[src/rtl/nmea_gga_pkg.sv]
package nmea_gga_pkg;

    localparam logic [7:0] CH_DOLLAR = 8'h24;
    localparam logic [7:0] CH_COMMA  = 8'h2C;
    localparam logic [7:0] CH_ZERO   = 8'h30;
    localparam logic [7:0] CH_NINE   = 8'h39;
    localparam logic [7:0] CH_G      = 8'h47;
    localparam logic [7:0] CH_A      = 8'h41;

    // Field indexes within the sentence
    localparam logic [3:0] FIELD_ID  = 4'd0;
    localparam logic [3:0] FIELD_LAT = 4'd2;
    localparam logic [3:0] FIELD_LON = 4'd4;
    localparam logic [3:0] FIELD_ALT = 4'd9;

    // Minimum field lengths in characters
    localparam logic [3:0] ID_MIN_LEN  = 4'd5;
    localparam logic [3:0] LAT_MIN_LEN = 4'd10;
    localparam logic [3:0] LON_MIN_LEN = 4'd11;

    localparam int LAT_W = 30;
    localparam int LON_W = 34;
    localparam int MIN_W = 24;
    localparam int E7_W  = 27;

    typedef struct packed {
        logic       clear;
        logic       lat_deg_en;
        logic       lat_min_en;
        logic       lon_deg_en;
        logic       lon_min_en;
        logic [3:0] digit;
        logic       emit;
        logic       digits_ok;
    } nmea_gga_ctrl_t;

    function automatic logic is_digit(input logic [7:0] b);
        return (b >= CH_ZERO) && (b <= CH_NINE);
    endfunction

    // One decimal digit scaled to degrees times 10^7
    function automatic logic [E7_W-1:0] digit_e7(input logic [3:0] d);
        return E7_W'(d) * E7_W'(10000000);
    endfunction

endpackage

[src/rtl/nmea_gga_position_parser.sv]
// Channel | Direction | Ports                                   | Payload
// s_      | in        | s_valid, s_ready                        | s_rx_byte
// m_      | out       | m_valid, m_ready                        | m_latitude_e7, m_longitude_e7,
//         |           |                                         | m_digits_ok
//
// One byte per cycle sustained while the result is not stalled; a result becomes
// valid once the comma that closes the altitude field has passed the input
// register, then the parse and accumulate step into the result register.
// Synchronous active-low reset clears the handshake and parser state only.
// A stalled result holds the input register; s_ready drops only when both
// the input register and the result register are full and m_ready is low.
module nmea_gga_position_parser
    import nmea_gga_pkg::*;
(
    input  logic             aclk,
    input  logic             aresetn,
    input  logic             s_valid,
    output logic             s_ready,
    input  logic [7:0]       s_rx_byte,
    output logic             m_valid,
    input  logic             m_ready,
    output logic [LAT_W-1:0] m_latitude_e7,
    output logic [LON_W-1:0] m_longitude_e7,
    output logic             m_digits_ok
);

    logic             in_valid_reg;
    logic [7:0]       in_byte_reg;
    logic             m_valid_reg;
    logic [LAT_W-1:0] lat_reg;
    logic [LON_W-1:0] lon_reg;
    logic             ok_reg;
    logic             out_free;
    logic             step;
    nmea_gga_ctrl_t   ctrl;
    logic [LAT_W-1:0] lat_value;
    logic [LON_W-1:0] lon_value;

    assign out_free = !m_valid_reg || m_ready;
    assign step     = in_valid_reg && out_free;
    assign s_ready  = !in_valid_reg || out_free;

    always_ff @(posedge aclk) begin
        if (!aresetn) begin
            in_valid_reg <= 1'b0;
        end else if (s_valid && s_ready) begin
            in_valid_reg <= 1'b1;
        end else if (step) begin
            in_valid_reg <= 1'b0;
        end
    end

    always_ff @(posedge aclk) begin
        if (s_valid && s_ready) begin
            in_byte_reg <= s_rx_byte;
        end
    end

    nmea_gga_field_track u_track (
        .aclk    (aclk),
        .aresetn (aresetn),
        .step_i  (step),
        .byte_i  (in_byte_reg),
        .ctrl_o  (ctrl)
    );

    nmea_gga_coord_acc #(
        .OUT_W (LAT_W)
    ) u_lat (
        .aclk     (aclk),
        .clear_i  (ctrl.clear),
        .deg_en_i (ctrl.lat_deg_en),
        .min_en_i (ctrl.lat_min_en),
        .digit_i  (ctrl.digit),
        .value_o  (lat_value)
    );

    nmea_gga_coord_acc #(
        .OUT_W (LON_W)
    ) u_lon (
        .aclk     (aclk),
        .clear_i  (ctrl.clear),
        .deg_en_i (ctrl.lon_deg_en),
        .min_en_i (ctrl.lon_min_en),
        .digit_i  (ctrl.digit),
        .value_o  (lon_value)
    );

    always_ff @(posedge aclk) begin
        if (!aresetn) begin
            m_valid_reg <= 1'b0;
        end else if (ctrl.emit) begin
            m_valid_reg <= 1'b1;
        end else if (m_ready) begin
            m_valid_reg <= 1'b0;
        end
    end

    always_ff @(posedge aclk) begin
        if (ctrl.emit) begin
            lat_reg <= lat_value;
            lon_reg <= lon_value;
            ok_reg  <= ctrl.digits_ok;
        end
    end

    assign m_valid        = m_valid_reg;
    assign m_latitude_e7  = lat_reg;
    assign m_longitude_e7 = lon_reg;
    assign m_digits_ok    = ok_reg;

`ifndef SYNTHESIS
    a_emit_needs_step: assert property (@(posedge aclk) disable iff (!aresetn)
        ctrl.emit |-> step)
        else $error("result produced without an item in the parse stage");

    a_hold_on_stall: assert property (@(posedge aclk) disable iff (!aresetn)
        in_valid_reg && !out_free |=> in_valid_reg && $stable(in_byte_reg))
        else $error("input register lost its item under a stall");

    a_dollar_clears: assert property (@(posedge aclk) disable iff (!aresetn)
        step && in_byte_reg == CH_DOLLAR |=> lat_value == '0 && lon_value == '0)
        else $error("accumulators not cleared at start of sentence");

    a_result_holds: assert property (@(posedge aclk) disable iff (!aresetn)
        m_valid_reg && !m_ready |=> m_valid_reg && $stable(lat_reg)
            && $stable(lon_reg) && $stable(ok_reg))
        else $error("new result overwrote a result still waiting");
`endif

endmodule

[src/rtl/nmea_gga_field_track.sv]
module nmea_gga_field_track
    import nmea_gga_pkg::*;
(
    input  logic           aclk,
    input  logic           aresetn,
    input  logic           step_i,
    input  logic [7:0]     byte_i,
    output nmea_gga_ctrl_t ctrl_o
);

    logic       in_sentence_reg, in_sentence_next;
    logic       is_gga_reg,      is_gga_next;
    logic [3:0] field_reg,       field_next;
    logic [3:0] pos_reg,         pos_next;
    logic       fault_reg,       fault_next;
    logic       byte_is_digit;
    logic       digit_en;

    always_comb begin
        in_sentence_next = in_sentence_reg;
        is_gga_next      = is_gga_reg;
        field_next       = field_reg;
        pos_next         = pos_reg;
        fault_next       = fault_reg;
        byte_is_digit    = is_digit(byte_i);
        ctrl_o           = '0;
        ctrl_o.digit     = byte_is_digit ? byte_i[3:0] : 4'd0;
        ctrl_o.digits_ok = !fault_reg;
        digit_en         = 1'b0;

        if (step_i) begin
            if (byte_i == CH_DOLLAR) begin
                // restart: drop any partial sentence
                ctrl_o.clear     = 1'b1;
                in_sentence_next = 1'b1;
                is_gga_next      = 1'b1;
                field_next       = FIELD_ID;
                pos_next         = '0;
                fault_next       = 1'b0;
            end else if (in_sentence_reg) begin
                if (byte_i == CH_COMMA) begin
                    field_next = field_reg + 4'd1;
                    pos_next   = '0;
                    unique case (field_reg)
                        FIELD_ID: begin
                            if (!(is_gga_reg && pos_reg >= ID_MIN_LEN)) begin
                                in_sentence_next = 1'b0;
                                field_next       = field_reg;
                                pos_next         = pos_reg;
                            end
                        end
                        FIELD_LAT: begin
                            if (pos_reg < LAT_MIN_LEN) fault_next = 1'b1;
                        end
                        FIELD_LON: begin
                            if (pos_reg < LON_MIN_LEN) fault_next = 1'b1;
                        end
                        FIELD_ALT: begin
                            ctrl_o.emit      = 1'b1;
                            in_sentence_next = 1'b0;
                            field_next       = field_reg;
                            pos_next         = pos_reg;
                        end
                        default: ;
                    endcase
                end else begin
                    unique case (field_reg)
                        FIELD_ID: begin
                            if ((pos_reg == 4'd2 || pos_reg == 4'd3) && byte_i != CH_G)
                                is_gga_next = 1'b0;
                            if (pos_reg == 4'd4 && byte_i != CH_A)
                                is_gga_next = 1'b0;
                        end
                        FIELD_LAT: begin
                            // ddmm.mmmmm, decimal point unchecked
                            if (pos_reg <= 4'd1)
                                ctrl_o.lat_deg_en = 1'b1;
                            else if (pos_reg <= 4'd3 || (pos_reg >= 4'd5 && pos_reg <= 4'd9))
                                ctrl_o.lat_min_en = 1'b1;
                        end
                        FIELD_LON: begin
                            // dddmm.mmmmm
                            if (pos_reg <= 4'd2)
                                ctrl_o.lon_deg_en = 1'b1;
                            else if (pos_reg <= 4'd4 || (pos_reg >= 4'd6 && pos_reg <= 4'd10))
                                ctrl_o.lon_min_en = 1'b1;
                        end
                        default: ;
                    endcase
                    digit_en = ctrl_o.lat_deg_en | ctrl_o.lat_min_en
                             | ctrl_o.lon_deg_en | ctrl_o.lon_min_en;
                    if (digit_en && !byte_is_digit) fault_next = 1'b1;
                    if (pos_reg != 4'hF) pos_next = pos_reg + 4'd1;
                end
            end
        end
    end

    always_ff @(posedge aclk) begin
        if (!aresetn) begin
            in_sentence_reg <= 1'b0;
            is_gga_reg      <= 1'b0;
            field_reg       <= '0;
            pos_reg         <= '0;
            fault_reg       <= 1'b0;
        end else begin
            in_sentence_reg <= in_sentence_next;
            is_gga_reg      <= is_gga_next;
            field_reg       <= field_next;
            pos_reg         <= pos_next;
            fault_reg       <= fault_next;
        end
    end

endmodule

[src/rtl/nmea_gga_coord_acc.sv]
module nmea_gga_coord_acc
    import nmea_gga_pkg::*;
#(
    parameter int OUT_W = LAT_W
) (
    input  logic             aclk,
    input  logic             clear_i,
    input  logic             deg_en_i,
    input  logic             min_en_i,
    input  logic [3:0]       digit_i,
    output logic [OUT_W-1:0] value_o
);

    // Degrees are kept already scaled by 10^7. Minutes are kept as the running
    // quotient and remainder of 5*m/3, so m*100/60 needs no divider.
    logic [OUT_W-1:0] deg_e7_reg, deg_e7_next;
    logic [MIN_W-1:0] quot_reg,   quot_next;
    logic [1:0]       rem_reg,    rem_next;
    logic [6:0]       part;
    logic [4:0]       part_q;
    logic [11:0]      part_scaled;

    always_comb begin
        deg_e7_next = deg_e7_reg;
        quot_next   = quot_reg;
        rem_next    = rem_reg;
        // part = 10*r + 5*d stays below 66, so (part*43)>>7 is exact part/3
        part        = 7'(rem_reg) * 7'd10 + 7'(digit_i) * 7'd5;
        part_scaled = 12'(part) * 12'd43;
        part_q      = part_scaled[11:7];
        if (clear_i) begin
            deg_e7_next = '0;
            quot_next   = '0;
            rem_next    = '0;
        end else if (deg_en_i) begin
            deg_e7_next = (deg_e7_reg << 3) + (deg_e7_reg << 1) + OUT_W'(digit_e7(digit_i));
        end else if (min_en_i) begin
            quot_next = (quot_reg << 3) + (quot_reg << 1) + MIN_W'(part_q);
            rem_next  = 2'(part - 7'(part_q) * 7'd3);
        end
    end

    always_ff @(posedge aclk) begin
        deg_e7_reg <= deg_e7_next;
        quot_reg   <= quot_next;
        rem_reg    <= rem_next;
    end

    assign value_o = deg_e7_reg + OUT_W'(quot_reg);

endmodule

[config.mk]
export PLATFORM = sky130hd
export DESIGN_NAME = nmea_gga_position_parser
export DESIGN_NICKNAME = d
export VERILOG_FILES = /design/src/rtl/nmea_gga_pkg.sv /design/src/rtl/nmea_gga_position_parser.sv /design/src/rtl/nmea_gga_field_track.sv /design/src/rtl/nmea_gga_coord_acc.sv
export SDC_FILE = /design/constraint.sdc
export NUM_CORES = 1
export LEC_CHECK = 0
export ABC_AREA = 1
export BUFFER_PORTS_ARGS = -buffer_cell sky130_fd_sc_hd__buf_2
export CORE_UTILIZATION = 49
export CTS_BUF_LIST = sky130_fd_sc_hd__clkbuf_8
export CTS_CLUSTER_DIAMETER = 40
export DETAILED_ROUTE_END_ITERATION = 8
export GPL_TIMING_DRIVEN = 0
export HOLD_SLACK_MARGIN = 0.12
export PLACE_DENSITY = 0.69
export SLEW_MARGIN = 20
export SYNTH_ARGS = -nofsm -noshare
export SYNTH_HDL_FRONTEND = slang
export SYNTH_HIERARCHICAL = 1
export SYNTH_SLANG_ARGS = --single-unit
[constraint.sdc]
create_clock -name aclk -period 9.2 [get_ports aclk]
set_clock_uncertainty 0.2 [all_clocks]
set_input_delay 1.84 -clock aclk [delete_from_list [all_inputs] [get_ports aclk]]
set_output_delay 1.84 -clock aclk [all_outputs]
set_load 0.05 [all_outputs]
[After elaboration in Yosys (flattened, before gate mapping)]
Cells that the tools add are included.
Storage, ports and cells
  register bits after elaboration: 202
  output and inout port bits: 67
  word-level logic and storage cells: 170
  bits of input ports: 12
Operators by class
  bitwise gates (word level): 5
  $lt $le $gt $ge: 12
  $add $sub $neg: 16
  multiply operators: 8
  reduce and logical (&&, ||, !) cells: 33
  mux-type cells: 60
  equal/unequal tests: 19
Operators by type and width (number)
  two-way mux 4 bit: 13
  adder 24 bit: 2
  adder 24 x 5 -> 24 bit: 2
  adder 34 x 24 -> 34 bit: 1
  adder 34 x 27 -> 34 bit: 1
  adder 34 bit: 1
  two-way mux 1 bit: 32
  adder 30 x 24 -> 30 bit: 1
  adder 30 x 27 -> 30 bit: 1
  adder 30 bit: 1
  multiplier 7 x 6 -> 12 bit (second input constant): 2
  multiplier 4 x 17 -> 20 bit (second input constant): 1
  two-way mux 2 bit: 10
  equality test 8 x 6 -> 1 bit (second input constant): 2
  inequality test 4 x 3 -> 1 bit (second input constant): 4
  inequality test 8 x 7 -> 1 bit (second input constant): 2
  case mux 4 bit (2 select lines): 2
  AND reduction 5 bit: 3
  adder 6 x 7 -> 7 bit: 2
  equality test 4 x 2 -> 1 bit (second input constant): 3
  multiplier 2 x 3 -> 5 bit (second input constant): 2
  multiplier 5 x 2 -> 2 bit (second input constant): 2
  nonzero test 2 bit: 5
  logical AND 1 bit: 9
  27 further kinds: 49

[Depth between registers and ports, before layout]
Gate-level depths: netlist (run 1).
  depth after elaboration: 18
  gate-level depth with buffers: 41
  depth with buffers taken out: 41

[Hierarchy]
Netlist (run 1), hierarchy kept.
Modules (own cells, without submodules)
  nmea_gga_coord_acc (u_lon): instances 1, area each 8789.7 µm², cells an instance 1339, seq. area each 1061.0 µm²
  nmea_gga_coord_acc (u_lat): instances 1, area each 8079.0 µm², cells an instance 1210, seq. area each 980.9 µm²
  nmea_gga_position_parser: instances 1, area each 2285.9 µm², cells an instance 85, seq. area each 2232.1 µm²
  nmea_gga_field_track: instances 1, area each 1191.1 µm², cells an instance 191, seq. area each 220.2 µm²

[Least setup slack after synthesis (run 1)]
Ideal clock, no wire load.
  path type: in2reg
  from: input m_ready
  to: register ok_reg (netlist: m_digits_ok) (enable)
  arrival time: 7218 ps
  setup slack: 1211 ps
  required time: 8430 ps
  buffers on the path: 0
  stages on the path: 4
  library setup time: 570 ps
  cells stage by stage: inv_1 a21boi_0 nand2_1 nor3_1
RTL lines
  start, declared: line nmea_gga_position_parser.sv:21  | input logic m_ready,
  end signal, assigned: line nmea_gga_position_parser.sv:103  | ok_reg <= ctrl.digits_ok;
  end, declared: line nmea_gga_position_parser.sv:32  | logic ok_reg;

==> results.json, run 1 <==
{
  "outcome": "finished, final reports clean",
  "die_w_um": 206,
  "initial_core_util_pct": 49.7,
  "cts_root_buf": "clkbuf_8",
  "numCtsBuffers": 17,
  "num_rows": 74,
  "area_delta_synth_final_pct": 7.86,
  "critPathSlowestCell": "nor2_2",
  "grt_usage_pct": 26.5,
  "portBuffers": 78,
  "antenna_cells": 0,
  "postRouteAntennaNets": 0,
  "max-clock-path-buffers": 2,
  "route.detailed.drc": 0,
  "dieArea_sq_mm": 0.0423,
  "path_buf_inv": 6,
  "grt_max_degree": 23,
  "avgSynthCellArea_sq_um": 7.20,
  "place_inst": 3444,
  "cts_htree_levels": 4,
  "synth_edf_count": 73,
  "layout.cells.non_filler": 3476,
  "max_freq_ghz": 0.117,
  "critPathTopFamily": "adder cells",
  "vias_per_cell": 5.28,
  "cts.sinks": 188,
  "synth_nets": 3201,
  "worst_setup_path_start_kind": "register",
  "worst_pin_slew_ps": 909,
  "whs_path_depth": 2,
  "peakVddDrop_mv": 0.0758,
  "finalMaxSlewViolations": 0,
  "place.gp.congestion": 0.969,
  "power_w": 0.00261,
  "drt_pre_antenna_iters": 7,
  "finalWorstSetupSlack_ps": 627,
  "fillers": 4026,
  "async_reset_ff_share_pct": 0,
  "die_h_um": 206,
  "io_pins": 79,
  "cpPeakStageDelay_ps": 590,
  "grt_pass1_vias": 17400,
  "num_vias": 18400,
  "antenna_found_initial": 0,
  "yosysWarningCount": 6,
  "wirelength_mm": 53.4,
  "cts.clk_slew.worst_paths_ps": 100,
  "cts_tree": "done",
  "cp-end-kind": "register",
  "worst-setup-path-type": "reg2reg",
  "setup_viol": 0,
  "worstPathArrival_ps": 8840,
  "finish.net_count": 3307,
  "rr_worst_depth": 34,
  "cap_violations": 0,
  "final_hold_viol_count": 0,
  "path_depth": 34,
  "seq_area_frac_synth_pct": 22.1,
  "placed_area_sq_mm": 0.0215,
  "min_period_over_period_pct": 93.2,
  "dr.first_iter.drc_count": 1215,
  "grt_pass1_wl_mm": 88.4,
  "cts_hold_buffers": 0,
  "fin_tns_setup_ps": 0,
  "place_ws_ps": 717,
  "ys.flop_type": "dfxtp_1",
  "clock_latency_ps": 560,
  "p_per_area_mw_per_mm2": 119,
  "crit_path_max_fanout": 10,
  "period_needed_ps": 8570,
  "synth_cells": 2825,
  "core_sq_mm": 0.0409,
  "largest_reg_flops": 34,
  "final_cell_mix": "529 x nand2_1, 514 x inv_1, 298 x ha_1",
  "overflow": 0,
  "ys_ff_latch": 188,
  "hpwl_mm": 45.1,
  "hold_path.class": "reg2reg",
  "final_common_cell": "nand2_1",
  "rsz0062_at_grt": "no",
  "routedWlPerCell_um": 15.4,
  "yosysUniqueCellTypes": 54,
  "slew_headroom_pct": 38.9,
  "drive_gt1_share_pct": 7.37,
  "crit_required_ps": 9470,
  "syn_area_sq_mm": 0.0203,
  "design_area_sq_mm": 0.0219,
  "p_leak_nw": 12.0
}
[logic make-up (layout without fill, tap and decap cells)]
kind of cell,count (synthesis),count (layout),synth area share (%)
AND/OR/NAND/NOR,1110,1110,24.2
buffers and inverters,569,688,11.1
AO/OA/AOI/OAI,469,469,12.5
adder cells (fa/ha/maj),364,364,24.8
flip-flops,188,188,22.1
XOR/XNOR,125,125,5.38
[synthesized netlist by cell type (all sizes together), types with 4 or more instances]
cell	n	share of area, %
clkbuf	18	0.34
xor2	84	3.6
ha	298	18
o21bai	8	0.30
o21ai	163	4.1
a21boi	4	0.17
nor4	7	0.22
a21o	20	0.74
edfxtp	73	11
a31oi	4	0.12
nor3	37	1.1
fa	66	6.5
inv	518	9.6
or2	4	0.12
nand3b	6	0.22
o211ai	11	0.43
nand4	65	2.0
dfxtp	115	11
nand3	191	5.2
buf	30	1.1
o21a	8	0.30
a21oi	245	6.1
nor3b	4	0.15
xnor2	41	1.8
nor2	250	4.8
nand2	544	10
[routing by layer]
metal | up-vias | GRT usage, % | wire length (um) | part of all wire [%]
li1 | 9471 | - | - | -
met1 | 8404 | 39.3 | 27300 | 51
met2 | 420 | 39.1 | 22200 | 42
met3 | 62 | 3.91 | 2740 | 5.1
met4 | 0 | 8.32 | 1160 | 2.2
met5 | - | 0 | 0 | 0
[report_power, final]
group	leakage, nW	internal, W	switching (W)	total [W]
clock	0.218	0.000292	0.000324	0.000616
sequential	1.62	0.000900	0.0000180	0.000918
combinational	10.2	0.000369	0.000703	0.00107
total	12.0	0.00156	0.00105	0.00261
[timing repair]
| action | in CTS | in global routing |
|---|---|---|
| buffers inserted | 0 | 0 |
| gates resized for setup | 0 | 1 |
| endpoints found under the setup margin | 0 | 1 |
[through the flow]
stage | hold slack (ps) | utilization [%]
2_1_floorplan | 229 | -
3_3_place_gp | 269 | 52.3
3_5_place_dp | 277 | 52.6
4_1_cts | 300 | 53.6
5_1_grt | 316 | 53.6
6_report | 297 | 53.6
[cell type report]
class | count | area (sq um) | share of cell area (%)
inverters | 520 | 1950 | 8.89
multi-input cells | 2068 | 13600 | 62.1
plain buffers | 49 | 299 | 1.36
clock buffers | 20 | 275 | 1.25
well taps | 532 | 666 | 3.03
clock inverters | 12 | 156 | 0.713
flip-flops and latches | 188 | 4490 | 20.5
repair buffers | 87 | 477 | 2.17
[path summary, 6_finish.rpt]
path                  startpoint                  to  slack [ps]
setup / recovery  in_byte_reg[1]  u_lat/quot_reg[14]         630
hold / removal      in_valid_reg        in_valid_reg         300
setup reg to reg  in_byte_reg[1]  u_lat/quot_reg[14]         630
hold reg to reg     in_valid_reg        in_valid_reg         300
[tightest hold or removal path, cell delays in order, from the launching register on]
cell	delay, ps
dfxtp_1	330
nand3_2	90
a21oi_2	50
No activity file was read; power rests on OpenSTA's default activity.
==> run 2, diff against run 1 <==
--- a/config.mk
+++ b/config.mk
@@ -14,6 +14,7 @@
 export GPL_TIMING_DRIVEN = 0
 export HOLD_SLACK_MARGIN = 0.12
 export PLACE_DENSITY = 0.69
+export RECOVER_POWER = 50
 export SLEW_MARGIN = 20
 export SYNTH_ARGS = -nofsm -noshare
 export SYNTH_HDL_FRONTEND = slang
==> run 2 against run 1 <==
Effect of this change:
- clock power about the same
- sequential share of layout area is 0.17 points higher
- via count about the same
- maximum frequency is 0.67% lower
- combinational power barely moved
- non-clock buffer count stayed put
- hold slack gained 2.3 ps
- cell count is the same
- count of clock-buffer cells in the layout did not move
- critical path depth unchanged
- global-route usage unchanged
- critical path type unchanged
- highest routed layer unchanged
==> results.json, run 2 (synthesis results as in run 1) <==
{
  "outcome": "finished, final reports clean",
  "setup_viol": 0,
  "grt_pass1_vias": 17400,
  "crit_required_ps": 9470,
  "max_freq_ghz": 0.116,
  "regToRegSetupSlack_ps": 570,
  "cts.sinks": 188,
  "cts_tree": "done",
  "area_delta_synth_final_pct": 6.99,
  "vias_per_cell": 5.28,
  "initial_core_util_pct": 49.7,
  "routedWlPerCell_um": 15.4,
  "drive_gt1_share_pct": 4.65,
  "final_cell_mix": "530 x nand2_1, 514 x inv_1, 298 x ha_1",
  "rsz0062_at_grt": "no",
  "dieArea_sq_mm": 0.0423,
  "finalWorstSetupSlack_ps": 569,
  "min_from": "u_track/is_gga_reg",
  "grt_max_degree": 23,
  "cp-end-kind": "register",
  "crit_path_max_fanout": 10,
  "place_inst": 3444,
  "postRouteAntennaNets": 0,
  "antenna_cells": 0,
  "finish.net_count": 3307,
  "slew_headroom_pct": 32.3,
  "whs_endpoint": "u_track/is_gga_reg",
  "layout.cells.non_filler": 3476,
  "hpwl_mm": 45.1,
  "portBuffers": 78,
  "clock_latency_ps": 560,
  "whs_path_depth": 2,
  "cts_root_buf": "clkbuf_8",
  "num_rows": 74,
  "dr.first_iter.drc_count": 1317,
  "place_ws_ps": 717,
  "worst_pin_slew_ps": 1010,
  "io_pins": 79,
  "final_hold_viol_count": 0,
  "peakVddDrop_mv": 0.0755,
  "overflow": 0,
  "largest_reg_flops": 34,
  "route.detailed.drc": 0,
  "finalMaxSlewViolations": 0,
  "min_period_over_period_pct": 93.8,
  "final_util_pct": 53.2,
  "worstPathArrival_ps": 8900,
  "grt_usage_pct": 26.5,
  "max-clock-path-buffers": 2,
  "numCtsBuffers": 17,
  "cts.clk_slew.worst_paths_ps": 100,
  "hold_path.class": "reg2reg",
  "die_h_um": 206,
  "final_common_cell": "nand2_1",
  "rr_worst_depth": 34,
  "critPathSlowestCell": "nor2_2",
  "grt_pass1_wl_mm": 88.4,
  "r2r-start": "in_byte_reg[1]",
  "antenna_found_initial": 0,
  "place.gp.congestion": 0.969,
  "cts_htree_levels": 4,
  "reg2reg_to": "u_lat/quot_reg[14]",
  "period_needed_ps": 8630,
  "worst_setup_path_start_kind": "register",
  "wirelength_mm": 53.5,
  "cap_violations": 0,
  "p_leak_nw": 11.8,
  "fillers": 4078,
  "drt_pre_antenna_iters": 5,
  "worst-setup-path-type": "reg2reg",
  "die_w_um": 206,
  "num_vias": 18400,
  "core_sq_mm": 0.0409,
  "cpPeakStageDelay_ps": 600,
  "cts_hold_buffers": 0,
  "p_per_area_mw_per_mm2": 119
}
## run 2: cell count changes in the layout (fill, tap and decap cells not counted), sizes merged
cell,before,now
clkbuf,38,120
buf,117,35
## run 2: metal layers
metal,vias to the layer above,track usage (%),share of wire [%]
li1,9456,-,-
met1,8389,39.3,51
met2,454,39.1,41
met3,70,3.91,5.3
met4,0,8.32,2.3
met5,-,0,0
## run 2: repair_timing
action | 4_1_cts | 5_1_grt
hold endpoints to repair | 0 | 0
endpoints found under the setup margin | 0 | 1
buffers inserted | 0 | 0
gates resized for setup | 0 | 1
## run 2: power breakdown
part	internal [W]	switching, W
Sequential	0.000900	0.0000180
Combinational	0.000366	0.000701
Clock	0.000292	0.000324
Total	0.00156	0.00104
## run 2: how the worst max path moves through the flow
stage	from	endpoint	slack (ps)	cells after the start
2_1_floorplan	m_ready	m_digits_ok	1210	4
3_3_place_gp	m_ready	m_longitude_e7[13]	-1950	5
3_5_place_dp	in_byte_reg[1]	u_lat/quot_reg[14]	720	33
4_1_cts	in_byte_reg[1]	u_lat/quot_reg[14]	640	33
5_1_grt	in_byte_reg[1]	u_lat/quot_reg[18]	40	35
6_report	in_byte_reg[1]	u_lat/quot_reg[14]	570	34
## run 2: area by class of cell
class	instances	area, sq um	area share (%)
multi-input cells	2068	13500	62.2
flip-flops and latches	188	4490	20.6
inverters	520	1950	8.97
well taps	532	666	3.06
repair buffers	87	387	1.78
plain buffers	49	292	1.34
clock buffers	20	275	1.26
clock inverters	12	156	0.719
## run 2: critical path: cells and delay by family (launching register included)
| family | cells | cell delay (ps) |
|---|---|---|
| AND/OR/NAND/NOR | 12 | 2010 |
| buffers and inverters | 6 | 520 |
| adder cells (fa/ha/maj) | 9 | 3940 |
| XOR/XNOR | 2 | 560 |
| flip-flops | 1 | 500 |
| AO/OA/AOI/OAI | 5 | 800 |
## run 2: through the flow
step                      setup TNS [ps]  power (W)  hold WS [ps]  area [sq um]
final                                  0    0.00260           300         21800
after global routing                   0    0.00280           316         21800
after CTS                              0    0.00262           300         21900
after detailed placement               0    0.00199           277         21500
after global placement           -127280    0.00197           269         21400
after floorplan                        0    0.00175           229         20300
